--- config.mk ---
export PLATFORM = sky130hd
export DESIGN_NAME = stepper_sweep_sequencer
export DESIGN_NICKNAME = d
export VERILOG_FILES = /design/src/rtl/ssq_pkg.sv /design/src/rtl/ssq_cfg.sv /design/src/rtl/ssq_core.sv /design/src/rtl/stepper_sweep_sequencer.sv
export SDC_FILE = /design/constraint.sdc
export NUM_CORES = 1
export LEC_CHECK = 0
export BUFFER_PORTS_ARGS = -buffer_cell sky130_fd_sc_hd__clkbuf_2
export CORE_UTILIZATION = 58
export CTS_BUF_LIST = sky130_fd_sc_hd__clkbuf_8
export DETAILED_ROUTE_END_ITERATION = 10
export GPL_TIMING_DRIVEN = 0
export PLACE_DENSITY = 0.8
export SYNTH_ARGS = -nofsm -noshare
export SYNTH_HDL_FRONTEND = slang
export SYNTH_SLANG_ARGS = --single-unit
--- constraint.sdc ---
create_clock -name clk -period 9.5 [get_ports clk]
set_input_delay 0.475 -clock clk [delete_from_list [all_inputs] [get_ports clk]]
set_output_delay 0.475 -clock clk [all_outputs]
set_load 0.01 [all_outputs]
--- src/rtl/ssq_pkg.sv ---
`timescale 1ns / 1ps

package ssq_pkg;

    localparam int POS_W      = 24;
    localparam int US_PER_MS  = 1000;
    localparam int PRESC_W    = $clog2(US_PER_MS + 1);
    localparam int STEPS_W    = 13;
    localparam int INTERVAL_W = 17;
    localparam int RUN_W      = 21;
    localparam int TRAVEL_W   = 16;
    localparam int CYCLE_W    = 16;
    localparam int OP_W       = 3;
    localparam int MODE_W     = 3;
    localparam int CFG_IDX_W  = 3;
    localparam int CFG_DATA_W = 21;
    localparam int DELTA_W    = TRAVEL_W + 2;
    localparam int SUM_W      = ((POS_W > DELTA_W) ? POS_W : DELTA_W) + 1;

    localparam logic [INTERVAL_W-1:0] STEP_TIMER_MAX = {INTERVAL_W{1'b1}};
    localparam logic [RUN_W-1:0]      RUN_MS_MAX     = {RUN_W{1'b1}};

    localparam logic signed [POS_W-1:0] POS_MAX = {1'b0, {(POS_W-1){1'b1}}};
    localparam logic signed [POS_W-1:0] POS_MIN = {1'b1, {(POS_W-1){1'b0}}};

    localparam logic [STEPS_W-1:0]    TOP_RESET      = STEPS_W'(200);
    localparam logic [STEPS_W-1:0]    BOTTOM_RESET   = STEPS_W'(0);
    localparam logic [INTERVAL_W-1:0] INTERVAL_RESET = INTERVAL_W'(20000);
    localparam logic [RUN_W-1:0]      RUN_RESET      = RUN_W'(60000);
    localparam logic [STEPS_W-1:0]    NUDGE_RESET    = STEPS_W'(200);
    localparam logic [TRAVEL_W-1:0]   TRAVEL_RESET   = TRAVEL_W'(10000);
    localparam logic                  READY_RESET    = 1'b0;

    localparam logic signed [POS_W-1:0] POS_RESET =
        {{(POS_W-STEPS_W){1'b0}}, BOTTOM_RESET};

    typedef enum logic [OP_W-1:0] {
        OP_TICK,
        OP_HOME,
        OP_START,
        OP_PAUSE,
        OP_STOP,
        OP_NUDGE_UP,
        OP_NUDGE_DOWN,
        OP_TOGGLE
    } opcode_t;

    typedef enum logic [MODE_W-1:0] {
        MODE_IDLE,
        MODE_HOME_TOP,
        MODE_HOME_BOTTOM,
        MODE_UP,
        MODE_DOWN,
        MODE_JOG,
        MODE_PAUSED,
        MODE_STOPPED
    } mode_t;

    typedef enum logic [CFG_IDX_W-1:0] {
        CFG_TOP,
        CFG_BOTTOM,
        CFG_INTERVAL,
        CFG_RUN,
        CFG_NUDGE,
        CFG_TRAVEL,
        CFG_READY
    } cfg_idx_t;

    typedef struct packed {
        logic [STEPS_W-1:0]    top_steps;
        logic [STEPS_W-1:0]    bottom_steps;
        logic [INTERVAL_W-1:0] step_interval_us;
        logic [RUN_W-1:0]      run_duration_ms;
        logic [STEPS_W-1:0]    nudge_steps;
        logic [TRAVEL_W-1:0]   homing_travel_steps;
        logic                  driver_ready;
    } cfg_t;

    typedef struct packed {
        opcode_t opcode;
        logic    top_hit;
        logic    bot_hit;
    } item_t;

    typedef struct packed {
        logic                    step_pulse;
        logic                    direction;
        logic                    motor_enable;
        mode_t                   motion_mode;
        logic signed [POS_W-1:0] position;
        logic signed [POS_W-1:0] target;
        logic [CYCLE_W-1:0]      cycles_done;
        logic [RUN_W-1:0]        elapsed_ms;
        logic                    sequence_on;
        logic                    top_hit;
        logic                    bottom_hit;
    } result_t;

    // Adds a signed offset to a position and clamps to the position range.
    function automatic logic signed [POS_W-1:0] sat_add(
        input logic signed [POS_W-1:0]   a,
        input logic signed [DELTA_W-1:0] d
    );
        logic signed [SUM_W-1:0] s;
        s = SUM_W'(a) + SUM_W'(d);
        if (s > SUM_W'(POS_MAX)) begin
            return POS_MAX;
        end
        if (s < SUM_W'(POS_MIN)) begin
            return POS_MIN;
        end
        return s[POS_W-1:0];
    endfunction

    function automatic logic signed [POS_W-1:0] steps_to_pos(
        input logic [STEPS_W-1:0] v
    );
        return {{(POS_W-STEPS_W){1'b0}}, v};
    endfunction

endpackage

--- src/rtl/ssq_cfg.sv ---
`timescale 1ns / 1ps

module ssq_cfg (
    input  logic                           clk,
    input  logic                           rst_n,
    input  logic                           cfg_we,
    input  logic [ssq_pkg::CFG_IDX_W-1:0]  cfg_index,
    input  logic [ssq_pkg::CFG_DATA_W-1:0] cfg_data,
    output ssq_pkg::cfg_t                  cfg,
    output logic                           cfg_wr
);
    import ssq_pkg::*;

    cfg_t cfg_reg;
    cfg_t cfg_next;

    always_comb
    begin
        cfg_next = cfg_reg;
        cfg_wr   = 1'b0;
        if (cfg_we)
        begin
            cfg_wr = 1'b1;
            case (cfg_idx_t'(cfg_index))
                CFG_TOP:      cfg_next.top_steps           = cfg_data[STEPS_W-1:0];
                CFG_BOTTOM:   cfg_next.bottom_steps        = cfg_data[STEPS_W-1:0];
                CFG_INTERVAL: cfg_next.step_interval_us    = cfg_data[INTERVAL_W-1:0];
                CFG_RUN:      cfg_next.run_duration_ms     = cfg_data[RUN_W-1:0];
                CFG_NUDGE:    cfg_next.nudge_steps         = cfg_data[STEPS_W-1:0];
                CFG_TRAVEL:   cfg_next.homing_travel_steps = cfg_data[TRAVEL_W-1:0];
                CFG_READY:    cfg_next.driver_ready        = cfg_data[0];
                default:      cfg_wr = 1'b0;
            endcase
        end
    end

    always_ff @(posedge clk or negedge rst_n)
    begin
        if (!rst_n)
        begin
            cfg_reg.top_steps           <= TOP_RESET;
            cfg_reg.bottom_steps        <= BOTTOM_RESET;
            cfg_reg.step_interval_us    <= INTERVAL_RESET;
            cfg_reg.run_duration_ms     <= RUN_RESET;
            cfg_reg.nudge_steps         <= NUDGE_RESET;
            cfg_reg.homing_travel_steps <= TRAVEL_RESET;
            cfg_reg.driver_ready        <= READY_RESET;
        end
        else
        begin
            cfg_reg <= cfg_next;
        end
    end

    assign cfg = cfg_reg;

endmodule

--- src/rtl/ssq_core.sv ---
`timescale 1ns / 1ps

module ssq_core (
    input  logic             clk,
    input  logic             rst_n,
    input  ssq_pkg::cfg_t    cfg,
    input  logic             cfg_wr,
    input  logic             advance,
    input  ssq_pkg::item_t   item,
    output ssq_pkg::result_t result
);
    import ssq_pkg::*;

    mode_t                   mode_reg, mode_next;
    mode_t                   resume_reg, resume_next;
    logic signed [POS_W-1:0] pos_reg, pos_next;
    logic signed [POS_W-1:0] tgt_reg, tgt_next;
    logic [INTERVAL_W-1:0]   timer_reg, timer_next;
    logic                    motor_reg, motor_next;
    logic                    seq_reg, seq_next;
    logic [CYCLE_W-1:0]      cycle_reg, cycle_next;
    logic [PRESC_W-1:0]      presc_reg, presc_next;
    logic [RUN_W-1:0]        run_reg, run_next;
    logic                    swap_reg, swap_next;

    logic                    ready;
    logic [STEPS_W-1:0]      eff_top, eff_bot;
    logic signed [POS_W-1:0] top_pos, bot_pos, start_pos;
    logic signed [DELTA_W-1:0] travel_d, nudge_d;
    logic [PRESC_W-1:0]      presc_inc;
    logic                    do_move, do_halt, do_drive;
    mode_t                   halt_mode;
    logic signed [POS_W-1:0] move_tgt;
    logic                    step, step_dir;

    assign ready    = cfg.driver_ready;
    assign eff_top  = swap_reg ? cfg.bottom_steps : cfg.top_steps;
    assign eff_bot  = swap_reg ? cfg.top_steps : cfg.bottom_steps;
    assign top_pos  = steps_to_pos(eff_top);
    assign bot_pos  = steps_to_pos(eff_bot);
    // A start re-orders the sweep ends so that it always heads for the higher one.
    assign start_pos = (eff_top < eff_bot) ? bot_pos : top_pos;
    assign travel_d = {2'b00, cfg.homing_travel_steps};
    assign nudge_d  = {{(DELTA_W-STEPS_W){1'b0}}, cfg.nudge_steps};
    assign presc_inc = presc_reg + PRESC_W'(1);

    always_comb
    begin
        mode_next   = mode_reg;
        resume_next = resume_reg;
        pos_next    = pos_reg;
        tgt_next    = tgt_reg;
        timer_next  = timer_reg;
        motor_next  = motor_reg;
        seq_next    = seq_reg;
        cycle_next  = cycle_reg;
        presc_next  = presc_reg;
        run_next    = run_reg;
        swap_next   = swap_reg;
        do_move     = 1'b0;
        do_halt     = 1'b0;
        do_drive    = 1'b0;
        halt_mode   = MODE_IDLE;
        move_tgt    = pos_reg;
        step        = 1'b0;
        step_dir    = 1'b0;

        case (item.opcode)
            OP_TICK:
            begin
                if (ready)
                begin
                    if (timer_reg < STEP_TIMER_MAX)
                    begin
                        timer_next = timer_reg + INTERVAL_W'(1);
                    end
                    if (seq_reg && (mode_reg != MODE_PAUSED))
                    begin
                        if (presc_inc >= PRESC_W'(US_PER_MS))
                        begin
                            presc_next = '0;
                            if (run_reg < RUN_MS_MAX)
                            begin
                                run_next = run_reg + RUN_W'(1);
                            end
                        end
                        else
                        begin
                            presc_next = presc_inc;
                        end
                    end
                    if (seq_reg && (run_next >= cfg.run_duration_ms))
                    begin
                        do_halt   = 1'b1;
                        halt_mode = MODE_IDLE;
                    end
                    else
                    begin
                        case (mode_reg)
                            MODE_HOME_TOP:
                            begin
                                if (item.top_hit)
                                begin
                                    pos_next  = top_pos;
                                    do_move   = 1'b1;
                                    move_tgt  = sat_add(top_pos, -travel_d);
                                    mode_next = MODE_HOME_BOTTOM;
                                end
                                else
                                begin
                                    do_drive = 1'b1;
                                end
                            end
                            MODE_HOME_BOTTOM:
                            begin
                                if (item.bot_hit)
                                begin
                                    pos_next  = bot_pos;
                                    do_halt   = 1'b1;
                                    halt_mode = MODE_IDLE;
                                end
                                else
                                begin
                                    do_drive = 1'b1;
                                end
                            end
                            MODE_UP:
                            begin
                                if (item.top_hit || (tgt_reg == pos_reg))
                                begin
                                    if (item.top_hit)
                                    begin
                                        pos_next = top_pos;
                                    end
                                    do_move   = 1'b1;
                                    move_tgt  = bot_pos;
                                    mode_next = MODE_DOWN;
                                end
                                else
                                begin
                                    do_drive = 1'b1;
                                end
                            end
                            MODE_DOWN:
                            begin
                                if (item.bot_hit || (tgt_reg == pos_reg))
                                begin
                                    if (item.bot_hit)
                                    begin
                                        pos_next = bot_pos;
                                    end
                                    cycle_next = cycle_reg + CYCLE_W'(1);
                                    if (seq_reg)
                                    begin
                                        do_move   = 1'b1;
                                        move_tgt  = top_pos;
                                        mode_next = MODE_UP;
                                    end
                                    else
                                    begin
                                        do_halt   = 1'b1;
                                        halt_mode = MODE_IDLE;
                                    end
                                end
                                else
                                begin
                                    do_drive = 1'b1;
                                end
                            end
                            MODE_JOG:
                            begin
                                if (tgt_reg == pos_reg)
                                begin
                                    do_halt   = 1'b1;
                                    halt_mode = MODE_IDLE;
                                end
                                else
                                begin
                                    do_drive = 1'b1;
                                end
                            end
                            default:
                            begin
                            end
                        endcase
                    end
                end
            end
            OP_HOME:
            begin
                seq_next    = 1'b0;
                resume_next = MODE_IDLE;
                do_move     = 1'b1;
                move_tgt    = sat_add(pos_reg, travel_d);
                mode_next   = MODE_HOME_TOP;
            end
            OP_PAUSE:
            begin
                if (mode_reg == MODE_PAUSED)
                begin
                    if (ready)
                    begin
                        motor_next = 1'b1;
                    end
                    mode_next   = resume_reg;
                    resume_next = MODE_IDLE;
                    timer_next  = '0;
                end
                else if (mode_reg inside {[MODE_HOME_TOP:MODE_JOG]})
                begin
                    resume_next = mode_reg;
                    mode_next   = MODE_PAUSED;
                    if (ready)
                    begin
                        motor_next = 1'b0;
                    end
                end
            end
            OP_STOP:
            begin
                do_halt   = 1'b1;
                halt_mode = MODE_STOPPED;
            end
            OP_NUDGE_UP, OP_NUDGE_DOWN:
            begin
                seq_next    = 1'b0;
                resume_next = MODE_IDLE;
                do_move     = 1'b1;
                move_tgt    = sat_add(pos_reg,
                    (item.opcode == OP_NUDGE_UP) ? nudge_d : -nudge_d);
                mode_next   = MODE_JOG;
            end
            default:
            begin
                // Start, or the toggle: a toggle while a sequence runs or while paused stops; otherwise a sweep starts.
                if ((item.opcode == OP_TOGGLE) && (seq_reg || (mode_reg == MODE_PAUSED)))
                begin
                    do_halt   = 1'b1;
                    halt_mode = MODE_STOPPED;
                end
                else
                begin
                    if (eff_top < eff_bot)
                    begin
                        swap_next = ~swap_reg;
                    end
                    cycle_next  = '0;
                    seq_next    = 1'b1;
                    resume_next = MODE_IDLE;
                    run_next    = '0;
                    presc_next  = '0;
                    do_move     = 1'b1;
                    move_tgt    = start_pos;
                    mode_next   = MODE_UP;
                end
            end
        endcase

        if (do_move)
        begin
            tgt_next   = move_tgt;
            timer_next = '0;
            if (ready && (move_tgt != pos_next))
            begin
                motor_next = 1'b1;
            end
        end

        if (do_halt)
        begin
            seq_next    = 1'b0;
            mode_next   = halt_mode;
            resume_next = MODE_IDLE;
            tgt_next    = pos_next;
            run_next    = '0;
            presc_next  = '0;
            if (ready)
            begin
                motor_next = 1'b0;
            end
        end

        // One step toward the target once the interval has run out.
        if (do_drive && (tgt_reg != pos_reg))
        begin
            motor_next = 1'b1;
            if (timer_next >= cfg.step_interval_us)
            begin
                timer_next = '0;
                step       = 1'b1;
                step_dir   = (tgt_reg > pos_reg);
                pos_next   = (tgt_reg > pos_reg) ? (pos_reg + POS_W'(1))
                                                 : (pos_reg - POS_W'(1));
            end
        end
    end

    always_comb
    begin
        result.step_pulse   = step;
        result.direction    = step ? step_dir : (tgt_next >= pos_next);
        result.motor_enable = motor_next;
        result.motion_mode  = mode_next;
        result.position     = pos_next;
        result.target       = tgt_next;
        result.cycles_done  = cycle_next;
        result.elapsed_ms   = seq_next ? run_next : '0;
        result.sequence_on  = seq_next;
        result.top_hit      = item.top_hit;
        result.bottom_hit   = item.bot_hit;
    end

    always_ff @(posedge clk or negedge rst_n)
    begin
        if (!rst_n)
        begin
            mode_reg   <= MODE_IDLE;
            resume_reg <= MODE_IDLE;
            pos_reg    <= POS_RESET;
            tgt_reg    <= POS_RESET;
            timer_reg  <= '0;
            motor_reg  <= 1'b0;
            seq_reg    <= 1'b0;
            cycle_reg  <= '0;
            presc_reg  <= '0;
            run_reg    <= '0;
            swap_reg   <= 1'b0;
        end
        else
        begin
            if (advance)
            begin
                mode_reg   <= mode_next;
                resume_reg <= resume_next;
                pos_reg    <= pos_next;
                tgt_reg    <= tgt_next;
                timer_reg  <= timer_next;
                motor_reg  <= motor_next;
                seq_reg    <= seq_next;
                cycle_reg  <= cycle_next;
                presc_reg  <= presc_next;
                run_reg    <= run_next;
            end
            if (cfg_wr)
            begin
                swap_reg <= 1'b0;
            end
            else if (advance)
            begin
                swap_reg <= swap_next;
            end
        end
    end

endmodule

--- src/rtl/stepper_sweep_sequencer.sv ---
`timescale 1ns / 1ps

// Stepper sweep sequencer. Each accepted word is a 1 us tick or a command, and
// each yields exactly one result word. A word enters an input register, the
// sequencer state is updated from it once the output side can take the result,
// and the result lands in an output register. A new word is taken every clock
// as long as the output side keeps up; the rate is set by the state update,
// which has to finish before the next word can use the new state. Register
// writes go through the plain write port and are meant for times when no word
// is in flight; any write to a defined register also drops the top/bottom
// exchange that a start may have made. There is no clearing pass after reset.
module stepper_sweep_sequencer (
    input  logic                           clk,
    input  logic                           rst_n,
    input  logic                           cfg_we,
    input  logic [ssq_pkg::CFG_IDX_W-1:0]  cfg_index,
    input  logic [ssq_pkg::CFG_DATA_W-1:0] cfg_data,
    input  logic                           in_valid,
    output logic                           in_stall,
    input  logic [ssq_pkg::OP_W-1:0]       opcode,
    input  logic                           top_level,
    input  logic                           bottom_level,
    output logic                           out_valid,
    input  logic                           out_stall,
    output logic                           step_pulse,
    output logic                           direction,
    output logic                           motor_enable,
    output logic [ssq_pkg::MODE_W-1:0]     motion_mode,
    output logic signed [ssq_pkg::POS_W-1:0] position,
    output logic signed [ssq_pkg::POS_W-1:0] target,
    output logic [ssq_pkg::CYCLE_W-1:0]    cycles_done,
    output logic [ssq_pkg::RUN_W-1:0]      elapsed_ms,
    output logic                           sequence_on,
    output logic                           top_hit,
    output logic                           bottom_hit
);
    import ssq_pkg::*;

    cfg_t    cfg;
    logic    cfg_wr;
    logic    in_valid_reg;
    item_t   item_reg;
    logic    advance;
    result_t result;
    logic    out_valid_reg;
    result_t out_reg;

    ssq_cfg u_cfg (
        .clk       (clk),
        .rst_n     (rst_n),
        .cfg_we    (cfg_we),
        .cfg_index (cfg_index),
        .cfg_data  (cfg_data),
        .cfg       (cfg),
        .cfg_wr    (cfg_wr)
    );

    // The held word moves on whenever the output register is empty or draining.
    assign advance  = in_valid_reg && (!out_valid_reg || !out_stall);
    assign in_stall = in_valid_reg && !advance;

    always_ff @(posedge clk or negedge rst_n)
    begin
        if (!rst_n)
        begin
            in_valid_reg <= 1'b0;
        end
        else if (!in_stall)
        begin
            in_valid_reg <= in_valid;
        end
    end

    always_ff @(posedge clk)
    begin
        if (in_valid && !in_stall)
        begin
            item_reg.opcode  <= opcode_t'(opcode);
            item_reg.top_hit <= ~top_level;
            item_reg.bot_hit <= ~bottom_level;
        end
    end

    ssq_core u_core (
        .clk     (clk),
        .rst_n   (rst_n),
        .cfg     (cfg),
        .cfg_wr  (cfg_wr),
        .advance (advance),
        .item    (item_reg),
        .result  (result)
    );

    always_ff @(posedge clk or negedge rst_n)
    begin
        if (!rst_n)
        begin
            out_valid_reg <= 1'b0;
        end
        else if (advance)
        begin
            out_valid_reg <= 1'b1;
        end
        else if (!out_stall)
        begin
            out_valid_reg <= 1'b0;
        end
    end

    always_ff @(posedge clk)
    begin
        if (advance)
        begin
            out_reg <= result;
        end
    end

    assign out_valid    = out_valid_reg;
    assign step_pulse   = out_reg.step_pulse;
    assign direction    = out_reg.direction;
    assign motor_enable = out_reg.motor_enable;
    assign motion_mode  = out_reg.motion_mode;
    assign position     = out_reg.position;
    assign target       = out_reg.target;
    assign cycles_done  = out_reg.cycles_done;
    assign elapsed_ms   = out_reg.elapsed_ms;
    assign sequence_on  = out_reg.sequence_on;
    assign top_hit      = out_reg.top_hit;
    assign bottom_hit   = out_reg.bottom_hit;

endmodule

=== Yosys cells after proc, flatten, opt, wreduce, memory -nomap -nowiden ===
Cells that the tools add are included.

* Mux-type cells: 162
* Bitwise logic cells: 3
* Equality and inequality tests: 32
* Order comparisons: 16
* Reductions and logical operators: 41
* Add/sub/neg operators: 11

{| class="wikitable"
|+ Operator list
! kind !! count
|-
| $mux 24 || 31
|-
| $pmux 24 s4 || 2
|-
| $mux 21 || 8
|-
| $mux 17 || 6
|-
| $mux 16 || 5
|-
| $gt 25x24->1 const B || 3
|-
| $lt 25x24->1 const B || 3
|-
| $pmux 24 s3 || 1
|-
| $mux 1 || 71
|-
| $mux 10 || 5
|-
| $ne 24x24->1 || 2
|-
| $mux 3 || 15
|-
| $pmux 21 s2 || 1
|-
| $mux 13 || 3
|-
| $pmux 17 s2 || 1
|-
| $pmux 16 s2 || 1
|-
| $eq 3x3->1 const B || 10
|-
| $add 24x17->25 || 1
|-
| $add 24x18->25 || 1
|-
| $add 24x2->24 const B || 1
|-
| $eq 24x24->1 || 1
|-
| $ge 24x24->1 || 1
|-
| $gt 24x24->1 || 1
|-
| $sub 24x2->24 const B || 1
|-
| other kinds (47) || 90
|}

* Flip-flop bits (word level): 316
* Logic and storage cells: 299
* Output and inout port bits: 96
* Input bits: 34

=== Longest topological paths before layout ===
* Depth after elaboration: 31
* Mapped depth: 51
* Gate-level depth less buffers: 47

=== Cells and area by module ===
Synthesis repeated with hierarchy kept, for this count alone.

* Cells, all modules: 2,838
* Area, all modules: 24,994.0 um2

{| class="wikitable"
|+ By module, submodules not included
! module !! cells each !! instances !! seq. area each (um2) !! area each (um2)
|-
| ssq_core || 2,522 || 1 || 3,027.9 || 18,313.8
|-
| ssq_cfg || 207 || 1 || 2,381.0 || 3,607.2
|-
| stepper_sweep_sequencer || 109 || 1 || 3,022.9 || 3,072.9
|}

=== Least setup slack after synthesis ===
OpenSTA, ideal clock, no wires.

* Path kind: reg-to-reg
* From: register u_core.presc_reg[0]
* To: register out_reg (netlist bit direction) (data pin)
* Cell stages (with the launch flop): 52
* Data required time: 9,219 ps
* Buffers on the path: 4
* Library setup time: 281 ps
* Data arrival time: 9,649 ps
* Period minus slack after synthesis: 9,931 ps
* Setup slack: -431 ps
* Cell sequence: dfrtp_1 -> ha_1 -> or3b_2 -> o22ai_1 -> a32o_1 -> nand2_1 -> nand4b_1 -> nor2_1 -> nand2_1 -> nor4_2 -> nand3_1 -> nor2_1 -> xor2_1 -> ha_1 -> and3_1 -> a221o_1 -> nor4b_1 -> o21ai_0 -> [16 not listed] -> a21oi_1 -> clkbuf_1 -> nor2_1 -> a21oi_1 -> ha_1 -> a21o_1 -> a21o_1 -> a21o_1 -> a21oi_1 -> nor2b_1 -> o21ai_0 -> nand2b_1 -> a21oi_1 -> or3_1 -> nand3_1 -> mux2_2 -> a211oi_1 -> a21oi_1

{| class="wikitable"
|+ RTL lines
! what !! RTL line !! RTL
|-
| start, declared || ssq_core.sv:22 || <nowiki>logic [PRESC_W-1:0] presc_reg, presc_next;</nowiki>
|-
| start signal, assigned || ssq_core.sv:341 || <nowiki>presc_reg <= presc_next;</nowiki>
|-
| end signal, assigned || stepper_sweep_sequencer.sv:114 || <nowiki>out_reg <= result;</nowiki>
|-
| end, declared || stepper_sweep_sequencer.sv:46 || <nowiki>result_t out_reg;</nowiki>
|}

==> results.toml <==
[run_status]
status = "finished, final reports clean"

[grt]
grt_pass1_vias = 24000
grt_max_degree = 101
grtUsageTotal = 0.439
grt-ovfl-total = 0
grt_pass1_wl_um = 147000
grt_antenna_before_repair = 2

[pwr]
power.density_nw_per_um2 = 225
p_seq_frac = 0.297
power_mw = 6.47
clockPowerShare = 0.217
power.switching_mw = 2.87
pwr-share-comb = 0.486
switching_share = 0.444
leakage_nw = 12.3
peakVddDrop_mv = 0.241
p_int_mw = 3.59

[synthesis]
synth.distinct_cells = 112
yosysWarnings = 0
yosysTopAreaCellShare = 0.191
synth.area.top_cells = "dfrtp_1, edfxtp_1, ha_1"
synth_largest_area_cell = "dfrtp_1"
syn_nets = 3163
synthArstFlopShare = 0.687
seq_area_frac_synth = 0.333
syn_area_um2 = 25400
synth_flop_cell = "dfrtp_1"
post_synth.cell_area_avg_um2 = 8.62
synth_seq_cells = 316
synth-edff-count = 99
synth_most_common_cell = "nand2_1"
syn_inst = 2943
synth_common_cells = "nand2_1, o21ai_0, nor2_1, a21oi_1, dfrtp_1"

[routing]
num_vias = 25800
avgViaCountPerCell = 6.80
detail-route-antenna-nets = 0
drt-total-wl_um = 99300
route.detailed.wl_per_inst_um = 26.1
drc = 0
first_pass_iters = 7
drt_iter0_drc = 3102

[run]
cap_violations = 0

[placement]
routabilityCongestion = 1.04
portBuffers = 127
dp_hpwl_um = 76200

[worst_setup_path]
path_class = "flop to flop"
slowest_delay_ns = 0.46
crit_fanout = 9
r2r_start = "u_core.presc_reg[0]"
worstPathRequired_ns = 9.89
timing.rr.end = "direction"
rrSetupSlack_ns = 0.02
crit_top_cell = "a21o_1"
critPathSlowestCell = "or3_4"
critPathLaunchType = "flop"
reg2regPathDepth = 49
endpoint_kind = "flop"
cp.arrival_ns = 9.88

[cells_and_area]
fill_cells = 3559
drive_gt1_frac = 0.173
final_nets = 3382
area_growth_pct = 13.4
largest_reg_flops = 94

[floorplanning]
core.rowCount = 76
ios = 130
initial_core_util = 0.589
dieWidth_um = 211
die_area_um2 = 44600
coreArea_um2 = 43100
die_h_um = 211

[clocking]
cts_max_level = 2
numCtsBuffers = 54
path_clk_slew_ns = 0.06
cts_buffer_depth = 3
cts_sinks = 316
cts-root-buf = "clkbuf_8"
clkLatencyLatePin_ns = 0.69
tritoncts = "built"

[worst_hold_path]
hold_start = "opcode[0]"
hold_path_class = "primary input to flop"
holdPathEnd = "item_reg[2]"
min_path_cells = 1

[sta]
drv_slew = 0
finalHoldViolations = 0
fin_crit_sh = 0.998
finalCriticalPeriod_ns = 9.48
worst_pin_slew_ns = 1.37
fin_skew_ns = 0.0648
slew_headroom = 0.0830
fmax_ghz = 0.105
rsz0062_at_grt = "yes"
setup_violations = 0
tns_ns = 0
==> layout by cell type (no fill, tap or decap), types with 69 or more instances in the layout <==
| master | count |
|---|---|
| nand2_1 | 322 |
| ha_1 | 178 |
| o21ai_0 | 239 |
| nand3_1 | 80 |
| clkbuf_8 | 69 |
| inv_1 | 144 |
| dfrtp_1 | 190 |
| clkbuf_2 | 126 |
| edfxtp_1 | 99 |
| a21oi_1 | 193 |
| mux2_2 | 130 |
| nor2_1 | 232 |
| clkbuf_1 | 95 |
==> worst max-delay path: cells and delay by family, from the launching register on <==
family          cells  cell delay [ns]
fa+ha+maj           3             0.89
flops               1             0.42
buf+inv             7             1.09
compound gates     19             3.38
mux                 1             0.32
xor+xnor            2             0.46
simple gates       17             2.60
==> power by group through the flow <==
stage | Clock (mW) | Combinational (mW) | Sequential (mW)
after floorplan | 0 | 2.01 | 1.84
after global placement | 0 | 2.81 | 1.92
after detailed placement | 0 | 2.91 | 1.92
after CTS | 1.40 | 2.98 | 1.90
after global routing | 1.45 | 3.35 | 1.94
final | 1.40 | 3.14 | 1.92
==> routing by layer <==
metal  vias to the layer above  routed length (um)  GRT usage
li1                      11400                   -          -
met1                     12400               40000      0.598
met2                      1713               42100      0.647
met3                       342               12100      0.116
met4                         2                5070      0.203
met5                         -                  13          0
==> area by class of cell <==
cell class              instances  area (um2)  share of cell area
diodes                          4        10.0            0.000348
plain buffers                 138         736              0.0256
clock buffers                  59         812              0.0282
clock inverters                43         407              0.0141
inverters                     136         510              0.0178
multi-input cells            2350       16100               0.560
flip-flops and latches        316        8440               0.293
well taps                     585         732              0.0255
repair buffers                166        1020              0.0354
==> cells by family (layout without fill, tap and decap cells) <==
kind of cell,count (synthesis),in the layout,synth area share
AOI/OAI and AO/OA,905,905,0.233
xor gates and xnor gates,112,112,0.0387
adders and majority gates,186,186,0.0930
buffers and inverters,277,542,0.0455
DFF,316,316,0.333
muxes,161,161,0.0701
other,0,4,0
and+or+nand+nor,986,986,0.187
==> through the flow <==
stage / util / setup slack (ns) / hold WS (ns) / std cells / instance area, um2
finish: 0.667 / 0.0177 / 0.0257 / 3797 / 28700
global route: 0.667 / -0.269 / 0.0169 / 3795 / 28700
CTS: 0.661 / 0.000697 / 0.00643 / 3780 / 28500
detailed placement: 0.623 / -3.25 / 0.439 / 3659 / 26800
global placement: 0.621 / -3.11 / 0.469 / 3655 / 26700
floorplan: - / 0.0250 / 0.179 / 2943 / 25400
==> how the worst max path moves through the flow <==
stage	startpoint	endpoint	slack [ns]
2_1_floorplan	u_core.presc_reg[0]	direction	0.02
3_3_place_gp	u_core.presc_reg[0]	direction	-3.11
3_5_place_dp	u_core.presc_reg[0]	direction	-3.25
4_1_cts	u_core.presc_reg[1]	direction	0.0007
5_1_grt	u_core.presc_reg[0]	direction	-0.27
6_report	u_core.presc_reg[0]	direction	0.02
==> repair_timing <==
action,in CTS,in global routing
endpoints found under the hold margin,38,0
setup buffers,19,13
hold buffers,3,0
resized for setup,61,52
pin swaps,14,30
endpoints found under the setup margin,67,1
Power figures use the tool's default switching activity.
